===== src/design/ole_pkg.sv =====
package ole_pkg;

  localparam int OpW         = 3;
  localparam int PosW        = 7;
  localparam int ValW        = 32;
  localparam int StatusW     = 2;
  localparam int CountW      = 7;
  localparam int DefCapacity = 64;

  typedef enum logic [OpW-1:0] {
    OP_INSERT     = 3'd0,
    OP_PUSH_FRONT = 3'd1,
    OP_PUSH_BACK  = 3'd2,
    OP_DELETE     = 3'd3,
    OP_SEARCH     = 3'd4,
    OP_CLEAR      = 3'd5
  } op_t;

  typedef enum logic [StatusW-1:0] {
    ST_OK        = 2'd0,
    ST_BAD_INDEX = 2'd1,
    ST_FULL      = 2'd2
  } status_t;

  // What the accepted request turned into after the range and full checks.
  typedef enum logic [2:0] {
    K_NONE,
    K_INSERT,
    K_DELETE,
    K_SEARCH,
    K_CLEAR
  } kind_t;

  typedef enum logic [1:0] {
    CNT_HOLD,
    CNT_INC,
    CNT_DEC,
    CNT_CLR
  } cnt_op_t;

  typedef enum logic [2:0] {
    S_IDLE,
    S_SWEEP,
    S_DRAIN,
    S_APPLY,
    S_FINISH
  } state_t;

  typedef struct packed {
    logic    load;
    logic    rd_en;
    logic    wr_val;
    cnt_op_t cnt_op;
    logic    res_load;
  } dp_cmd_t;

  typedef struct packed {
    kind_t kind;
    logic  sweep;
    logic  at_last;
    logic  res_free;
  } dp_status_t;

endpackage


===== src/design/ole_if.sv =====
interface ole_req_if;
  logic                             valid;
  logic                             ready;
  logic [ole_pkg::OpW-1:0]          opcode;
  logic [ole_pkg::PosW-1:0]         position;
  logic signed [ole_pkg::ValW-1:0]  value;

  modport source (output valid, output opcode, output position, output value, input ready);
  modport sink   (input valid, input opcode, input position, input value, output ready);
endinterface

interface ole_rsp_if;
  logic                          valid;
  logic                          ready;
  logic [ole_pkg::StatusW-1:0]   status;
  logic                          found;
  logic [ole_pkg::CountW-1:0]    count;

  modport source (output valid, output status, output found, output count, input ready);
  modport sink   (input valid, input status, input found, input count, output ready);
endinterface


===== src/design/ole_ctrl.sv =====
module ole_ctrl (
  input  logic                clk,
  input  logic                rst,
  input  logic                req_valid,
  output logic                req_ready,
  input  ole_pkg::dp_status_t st,
  output ole_pkg::dp_cmd_t    cmd
);

  ole_pkg::state_t state, state_next;

  always_ff @(posedge clk) begin
    if (rst) begin
      state <= ole_pkg::S_IDLE;
    end else begin
      state <= state_next;
    end
  end

  always_comb begin
    state_next   = state;
    req_ready    = 1'b0;
    cmd.load     = 1'b0;
    cmd.rd_en    = 1'b0;
    cmd.wr_val   = 1'b0;
    cmd.cnt_op   = ole_pkg::CNT_HOLD;
    cmd.res_load = 1'b0;
    unique case (state)
      ole_pkg::S_IDLE: begin
        req_ready = 1'b1;
        if (req_valid) begin
          cmd.load   = 1'b1;
          state_next = ole_pkg::S_APPLY;
        end
      end
      ole_pkg::S_SWEEP: begin
        cmd.rd_en = 1'b1;
        if (st.at_last) begin
          state_next = ole_pkg::S_DRAIN;
        end
      end
      ole_pkg::S_DRAIN: begin
        // last moved entry or last compare lands here
        state_next = ole_pkg::S_APPLY;
      end
      ole_pkg::S_APPLY: begin
        unique case (st.kind)
          ole_pkg::K_INSERT: begin
            cmd.wr_val = 1'b1;
            cmd.cnt_op = ole_pkg::CNT_INC;
          end
          ole_pkg::K_DELETE: cmd.cnt_op = ole_pkg::CNT_DEC;
          ole_pkg::K_CLEAR:  cmd.cnt_op = ole_pkg::CNT_CLR;
          default:           cmd.cnt_op = ole_pkg::CNT_HOLD;
        endcase
        state_next = ole_pkg::S_FINISH;
      end
      ole_pkg::S_FINISH: begin
        if (st.res_free) begin
          cmd.res_load = 1'b1;
          state_next   = ole_pkg::S_IDLE;
        end
      end
      default: state_next = ole_pkg::S_IDLE;
    endcase
    // a request that needs entries moved or scanned sweeps first
    if (state == ole_pkg::S_IDLE && req_valid && st.sweep) begin
      state_next = ole_pkg::S_SWEEP;
    end
  end

endmodule


===== src/design/ole_dp.sv =====
module ole_dp #(
  parameter int CAPACITY = ole_pkg::DefCapacity
) (
  input  logic                              clk,
  input  logic                              rst,
  input  logic [ole_pkg::OpW-1:0]           opcode,
  input  logic [ole_pkg::PosW-1:0]          position,
  input  logic signed [ole_pkg::ValW-1:0]   value,
  input  ole_pkg::dp_cmd_t                  cmd,
  output ole_pkg::dp_status_t               st,
  output logic                              rsp_valid,
  input  logic                              rsp_ready,
  output logic [ole_pkg::StatusW-1:0]       rsp_status,
  output logic                              rsp_found,
  output logic [ole_pkg::CountW-1:0]        rsp_count
);

  localparam int CW   = $clog2(CAPACITY + 1);
  localparam int AW   = (CAPACITY > 1) ? $clog2(CAPACITY) : 1;
  localparam int CMPW = (CW > ole_pkg::PosW) ? CW : ole_pkg::PosW;

  logic [ole_pkg::ValW-1:0] mem [CAPACITY];

  logic [CW-1:0]            count;
  ole_pkg::kind_t           kind;
  ole_pkg::status_t         st_code;
  logic [AW-1:0]            idx;
  logic [AW-1:0]            last;
  logic [AW-1:0]            ins_pos;
  logic [ole_pkg::ValW-1:0] val;
  logic [ole_pkg::ValW-1:0] rdata;
  logic                     pend_v;
  logic [AW-1:0]            pend_addr;
  logic                     cmp_v;
  logic                     found;

  // request decode, evaluated against the count at the transfer
  ole_pkg::kind_t   kind_next;
  ole_pkg::status_t st_next;
  logic             sweep_next;
  logic [AW-1:0]    idx_next;
  logic [AW-1:0]    last_next;
  logic [AW-1:0]    ins_next;
  logic [CMPW-1:0]  cnt_w;
  logic [CMPW-1:0]  pos_w;
  logic             full;
  logic [AW-1:0]    cnt_m1;

  always_comb begin
    cnt_w      = CMPW'(count);
    pos_w      = CMPW'(position);
    full       = (count == CW'(CAPACITY));
    cnt_m1     = AW'(count - 1'b1);
    kind_next  = ole_pkg::K_NONE;
    st_next    = ole_pkg::ST_OK;
    sweep_next = 1'b0;
    idx_next   = cnt_m1;
    last_next  = AW'(position);
    ins_next   = AW'(position);
    unique case (opcode)
      ole_pkg::OP_INSERT: begin
        if (pos_w > cnt_w) begin
          st_next = ole_pkg::ST_BAD_INDEX;
        end else if (full) begin
          st_next = ole_pkg::ST_FULL;
        end else begin
          kind_next  = ole_pkg::K_INSERT;
          sweep_next = (pos_w < cnt_w);
        end
      end
      ole_pkg::OP_PUSH_FRONT: begin
        last_next = '0;
        ins_next  = '0;
        if (full) begin
          st_next = ole_pkg::ST_FULL;
        end else begin
          kind_next  = ole_pkg::K_INSERT;
          sweep_next = (count != '0);
        end
      end
      ole_pkg::OP_PUSH_BACK: begin
        ins_next = AW'(count);
        if (full) begin
          st_next = ole_pkg::ST_FULL;
        end else begin
          kind_next = ole_pkg::K_INSERT;
        end
      end
      ole_pkg::OP_DELETE: begin
        idx_next  = AW'(pos_w + CMPW'(1));
        last_next = cnt_m1;
        if (pos_w >= cnt_w) begin
          st_next = ole_pkg::ST_BAD_INDEX;
        end else begin
          kind_next  = ole_pkg::K_DELETE;
          sweep_next = ((pos_w + CMPW'(1)) < cnt_w);
        end
      end
      ole_pkg::OP_SEARCH: begin
        kind_next  = ole_pkg::K_SEARCH;
        idx_next   = '0;
        last_next  = cnt_m1;
        sweep_next = (count != '0);
      end
      ole_pkg::OP_CLEAR: kind_next = ole_pkg::K_CLEAR;
      default:           kind_next = ole_pkg::K_NONE;
    endcase
  end

  always_ff @(posedge clk) begin
    if (cmd.load) begin
      kind    <= kind_next;
      st_code <= st_next;
      last    <= last_next;
      ins_pos <= ins_next;
      val     <= value;
    end
  end

  // sweep address: insert walks down, delete and search walk up
  always_ff @(posedge clk) begin
    if (cmd.load) begin
      idx <= idx_next;
    end else if (cmd.rd_en) begin
      if (kind == ole_pkg::K_INSERT) begin
        idx <= idx - 1'b1;
      end else begin
        idx <= idx + 1'b1;
      end
    end
  end

  always_ff @(posedge clk) begin
    if (rst) begin
      pend_v <= 1'b0;
      cmp_v  <= 1'b0;
    end else begin
      pend_v <= cmd.rd_en && (kind == ole_pkg::K_INSERT || kind == ole_pkg::K_DELETE);
      cmp_v  <= cmd.rd_en && (kind == ole_pkg::K_SEARCH);
    end
  end

  always_ff @(posedge clk) begin
    if (cmd.rd_en) begin
      pend_addr <= (kind == ole_pkg::K_INSERT) ? idx + 1'b1 : idx - 1'b1;
    end
  end

  // single read port, registered
  always_ff @(posedge clk) begin
    if (cmd.rd_en) begin
      rdata <= mem[idx];
    end
  end

  // single write port: moved entry during the sweep, new value at apply
  always_ff @(posedge clk) begin
    if (cmd.wr_val) begin
      mem[ins_pos] <= val;
    end else if (pend_v) begin
      mem[pend_addr] <= rdata;
    end
  end

  always_ff @(posedge clk) begin
    if (cmd.load) begin
      found <= 1'b0;
    end else if (cmp_v && rdata == val) begin
      found <= 1'b1;
    end
  end

  always_ff @(posedge clk) begin
    if (rst) begin
      count <= '0;
    end else begin
      unique case (cmd.cnt_op)
        ole_pkg::CNT_INC:  count <= count + 1'b1;
        ole_pkg::CNT_DEC:  count <= count - 1'b1;
        ole_pkg::CNT_CLR:  count <= '0;
        ole_pkg::CNT_HOLD: count <= count;
      endcase
    end
  end

  // result register
  always_ff @(posedge clk) begin
    if (rst) begin
      rsp_valid <= 1'b0;
    end else if (cmd.res_load) begin
      rsp_valid <= 1'b1;
    end else if (rsp_ready) begin
      rsp_valid <= 1'b0;
    end
  end

  always_ff @(posedge clk) begin
    if (cmd.res_load) begin
      rsp_status <= st_code;
      rsp_found  <= found;
      rsp_count  <= ole_pkg::CountW'(count);
    end
  end

  always_comb begin
    st.kind     = cmd.load ? kind_next : kind;
    st.sweep    = sweep_next;
    st.at_last  = (idx == last);
    st.res_free = !rsp_valid || rsp_ready;
  end

endmodule


===== src/design/ordered_list_engine.sv =====
// Channel  Dir  Payload                          Transfer
// req      in   opcode, position, value          req.valid & req.ready
// rsp      out  status, found, count             rsp.valid & rsp.ready
//
// One request at a time; req.ready is high only while the engine is idle.
// A request passes idle, apply and finish; one that moves entries (insert,
// delete) or compares them (search) first sweeps and drains, through the
// single read and single write port of the entry memory.
// rst is synchronous and clears the count, the controller and rsp.valid.
// A held result stalls the engine in finish; no request is taken meanwhile.
module ordered_list_engine #(
  parameter int CAPACITY = ole_pkg::DefCapacity
) (
  input  logic  clk,
  input  logic  rst,
  ole_req_if.sink   req,
  ole_rsp_if.source rsp
);

  ole_pkg::dp_cmd_t    cmd;
  ole_pkg::dp_status_t st;
  logic                ready;

  ole_ctrl u_ctrl (
    .clk       (clk),
    .rst       (rst),
    .req_valid (req.valid),
    .req_ready (ready),
    .st        (st),
    .cmd       (cmd)
  );

  ole_dp #(
    .CAPACITY (CAPACITY)
  ) u_dp (
    .clk        (clk),
    .rst        (rst),
    .opcode     (req.opcode),
    .position   (req.position),
    .value      (req.value),
    .cmd        (cmd),
    .st         (st),
    .rsp_valid  (rsp.valid),
    .rsp_ready  (rsp.ready),
    .rsp_status (rsp.status),
    .rsp_found  (rsp.found),
    .rsp_count  (rsp.count)
  );

  assign req.ready = ready;

  a_one_at_a_time: assert property (@(posedge clk) disable iff (rst)
    (req.valid && req.ready) |=> !req.ready)
    else $error("request taken while another is in flight");

  a_result_slot_free: assert property (@(posedge clk) disable iff (rst)
    cmd.res_load |-> (!rsp.valid || rsp.ready))
    else $error("result overwritten before transfer");

  a_result_shows: assert property (@(posedge clk) disable iff (rst)
    cmd.res_load |=> rsp.valid)
    else $error("loaded result not presented");

  a_grow_on_insert: assert property (@(posedge clk) disable iff (rst)
    (cmd.cnt_op == ole_pkg::CNT_INC) |-> (cmd.wr_val && st.kind == ole_pkg::K_INSERT))
    else $error("count grew without an insert");

endmodule


===== src/flat_wrapper.sv =====
// flat-port wrapper written by rule: the top's interface ports become plain ports
module ordered_list_engine_flat 
#(
  parameter int CAPACITY = ole_pkg::DefCapacity
)
  (clk, rst, req_valid, req_opcode, req_position, req_value, req_ready, rsp_valid, rsp_status, rsp_found, rsp_count, rsp_ready);
  ole_req_if req_i ();
  ole_rsp_if rsp_i ();
  input  logic clk;
  input  logic rst;
  input wire logic [$bits(req_i.valid)-1:0] req_valid;
  input wire logic [$bits(req_i.opcode)-1:0] req_opcode;
  input wire logic [$bits(req_i.position)-1:0] req_position;
  input wire logic [$bits(req_i.value)-1:0] req_value;
  output wire logic [$bits(req_i.ready)-1:0] req_ready;
  output wire logic [$bits(rsp_i.valid)-1:0] rsp_valid;
  output wire logic [$bits(rsp_i.status)-1:0] rsp_status;
  output wire logic [$bits(rsp_i.found)-1:0] rsp_found;
  output wire logic [$bits(rsp_i.count)-1:0] rsp_count;
  input wire logic [$bits(rsp_i.ready)-1:0] rsp_ready;
  assign req_i.valid = req_valid;
  assign req_i.opcode = req_opcode;
  assign req_i.position = req_position;
  assign req_i.value = req_value;
  assign req_ready = req_i.ready;
  assign rsp_valid = rsp_i.valid;
  assign rsp_status = rsp_i.status;
  assign rsp_found = rsp_i.found;
  assign rsp_count = rsp_i.count;
  assign rsp_i.ready = rsp_ready;
  ordered_list_engine #(.CAPACITY(CAPACITY)) u_core (.clk(clk), .rst(rst), .req(req_i), .rsp(rsp_i));
endmodule

===== config.mk =====
export PLATFORM = sky130hd
export DESIGN_NAME = ordered_list_engine_flat
export DESIGN_NICKNAME = d
export VERILOG_FILES = /design/src/design/ole_pkg.sv /design/src/design/ole_if.sv /design/src/design/ole_ctrl.sv /design/src/design/ole_dp.sv /design/src/design/ordered_list_engine.sv /design/src/flat_wrapper.sv
export SDC_FILE = /design/constraint.sdc
export NUM_CORES = 2
export LEC_CHECK = 0
export BUFFER_PORTS_ARGS = -buffer_cell sky130_fd_sc_hd__buf_2
export CAP_MARGIN = 30
export CELL_PAD_IN_SITES_DETAIL_PLACEMENT = 0
export CELL_PAD_IN_SITES_GLOBAL_PLACEMENT = 1
export CORE_UTILIZATION = 60
export CTS_CLUSTER_SIZE = 14
export DETAILED_ROUTE_END_ITERATION = 10
export GPL_TIMING_DRIVEN = 0
export HOLD_SLACK_MARGIN = 0.1
export PLACE_DENSITY_LB_ADDON = 0.1
export SLEW_MARGIN = 20
export SYNTH_ARGS = -nofsm -noshare
export SYNTH_HDL_FRONTEND = slang
export SYNTH_SLANG_ARGS = --single-unit

===== constraint.sdc =====
create_clock -name clk -period 11 [get_ports clk]
set_input_delay 1.1 -clock clk [delete_from_list [all_inputs] [get_ports clk]]
set_output_delay 1.1 -clock clk [all_outputs]
set_load 0.05 [all_outputs]

==> impl_metrics.tcl <==
set metrics [dict create \
    clockRootBuffer "clkbuf_16" \
    rsz0062_at_grt "no" \
    fin_hold_ws_ps 419 \
    ys_types 71 \
    drc 0 \
    worst_skew_pair.late_latency_ps 840 \
    hold_viol_final 0 \
    synth.most_common_cell "edfxtp_1" \
    synth_nets 3595 \
    syn_area_mm2 0.0842 \
    drt-total-wl_mm 236 \
    viasPerCell 7.06 \
    min_path_type "flop to flop" \
    postCtsHoldBufs 0 \
    cts_setup_buffers 0 \
    synth-seq-cells 2165 \
    ant_nets 0 \
    p_leak_nw 30.6 \
    post_layout_nonfiller_instances 6038 \
    path_max_fanout 19 \
    die_width_um 377 \
    grt_pass1_wl_mm 325 \
    drv_cap 0 \
    critPathArrivalTime_ps 5910 \
    clkTransAtPathRegs_ps 60 \
    drtIter0Drc 6590 \
    synthFlopType "edfxtp_1" \
    rows 137 \
    p_per_area_mw_per_mm2 215 \
    period_needed_ps 5380 \
    overflow 0 \
    initial_core_util 0.604 \
    grt_start_max_net_pins 65 \
    placed_cells 5619 \
    cts.path.max_buffers 3 \
    vias 42600 \
    h-tree-depth 4 \
    grt_pass1_vias 42000 \
    cts_buffers 206 \
    tns_ps 0 \
    cts_tree "done" \
    coreArea_mm2 0.139 \
    synth-edff-count 2148 \
    netlist_top_cells_count "edfxtp_1, mux4_2, clkbuf_1" \
    cp-start-kind "flop" \
    gp_congestion 0.926 \
    grtUsageTotal 0.338 \
    drv_slew 0 \
    end_kind "flop" \
    setup_violations 0 \
    portBuffers 56 \
    avgSynthCellArea_um2 23.9 \
    io_pins 58 \
    synth_top_cell_area_share 0.766 \
    cts_resized 0 \
    synth_top_cell_by_area "edfxtp_1" \
    nets 4050 \
    fin_skew_ps 33.9 \
    outcome "complete, no violations" \
    hpwl_mm 157 \
    fmax_mhz 186 \
    dr.pass1.iters 6 \
    synthArstFlopShare 0 \
    drive_above_1_share 0.327 \
    synth.area.top_cells "edfxtp_1, mux4_2, clkbuf_1" \
    critPathKind "flop to flop" \
    ir_drop_mv 0.152 \
    area_growth_pct 17.0 \
    relSlewSlack 0.285 \
    worstPathRequired_ps 11540 \
    antenna_found_initial 29 \
    cts_sinks 2165 \
    post-route-util 0.707 \
    seq_area_frac_synth 0.770 \
    ys.warnings.count 0 \
    synth_cells 3529 \
    drt-wirelength-per-cell_um 39.0 \
    fin_crit_sh 0.489 \
    max_slew.worst_pin.slew_ps 1070 \
    dieArea_mm2 0.142 \
    chipHeight_um 377 \
]
layout by cell type (no fill, tap or decap), types with 20 or more instances in the layout:
master     netlist  layout
clkinv_1         0      53
nand3_1         22      22
edfxtp_1      2148    2148
clkbuf_1       124     146
clkbuf_16        0     212
buf_6            3      41
o22ai_4          1      65
a21oi_1         25      25
mux4_2         672     672
clkinv_2         0      41
nor2_1          35      35
mux2_4           0      23
buf_1           61      56
nand2_1         40      40
buf_16           0     116
inv_1           24      23
buf_2            8      68
ha_1            20      20
o21ai_0         23      23
xnor2_1         46      46
final timing paths:
path,slack [ps],end,cells after the start,startpoint
worst max-delay path,5620,u_core.u_dp.mem[15][12],12,u_core.u_dp.cnt_w[2]
worst min register to register,420,u_core.u_dp.rsp_status[1],0,u_core.u_dp.st_code[1]
worst min-delay path,420,u_core.u_dp.rsp_status[1],0,u_core.u_dp.st_code[1]
worst max register to register,5620,u_core.u_dp.mem[15][12],12,u_core.u_dp.cnt_w[2]
layout make-up:
class,instances,area (um^2)
tap,1876,2350
multi-input combinational,1140,19400
antenna,13,32.5
inverter,25,93.8
buffer,199,817
timing repair buffer,247,4540
fill,7839,40800
clock buffer,250,5450
sequential,2165,64800
clock inverter,123,1020
stage by stage:
step / instance area, um^2 / setup slack (ps) / total power, mW
floorplan: 84200 / 5800 / 12.1
global placement: 86800 / 3340 / 14.0
detailed placement: 91700 / 5290 / 14.3
CTS: 98100 / 5510 / 21.1
global route: 98500 / 5370 / 21.6
finish: 98600 / 5620 / 21.2
where the power goes:
part	total, mW	leakage (nW)	internal [mW]	switching (mW)
clock	6.90	3.18	3.84	3.06
combinational	4.80	7.94	1.83	2.97
sequential	9.49	19.5	9.42	0.0668
total	21.2	30.6	15.1	6.09
logic make-up after synthesis:
logic type	share of synthesized area
multiplexers	0.184
AO/OA/AOI/OAI	0.0147
adder cells (fa/ha/maj)	0.00297
XOR/XNOR	0.00614
flip-flops	0.770
buffers and inverters	0.0105
AND/OR/NAND/NOR	0.0115
sequential cells by signal, indices dropped and copies added, names as in the netlist, 3 cells and up:
name and flops:
u_core.u_dp.ins_pos 6, u_core.u_dp.val 32, u_core.u_dp.rdata 32, u_core.u_dp.idx 6
u_core.u_dp.cnt_w 7, u_core.u_ctrl.state 3, u_core.u_dp.last 6, u_core.u_dp.rsp_count 7
u_core.u_dp.kind 3, u_core.u_dp.pend_addr 6, u_core.u_dp.mem 2048
per-layer routing:
layer,global-route usage,vias to the layer above,wire (um)
li1,-,16300,-
met1,0.474,22600,85300
met2,0.504,3139,109000
met3,0.0889,594,29000
met4,0.161,16,12200
met5,0,-,113
worst max-delay path, stage by stage, from the launching register on:
cell	delay, ps
dfxtp_1	340
clkbuf_1	400
inv_1	240
ha_1	360
a21oi_1	160
a21oi_1	140
nor3_1	640
o22ai_4	250
a31oi_2	320
buf_4	300
nand4_2	690
o22ai_4	950
buf_16	250
(Power assumes the default switching activity.)
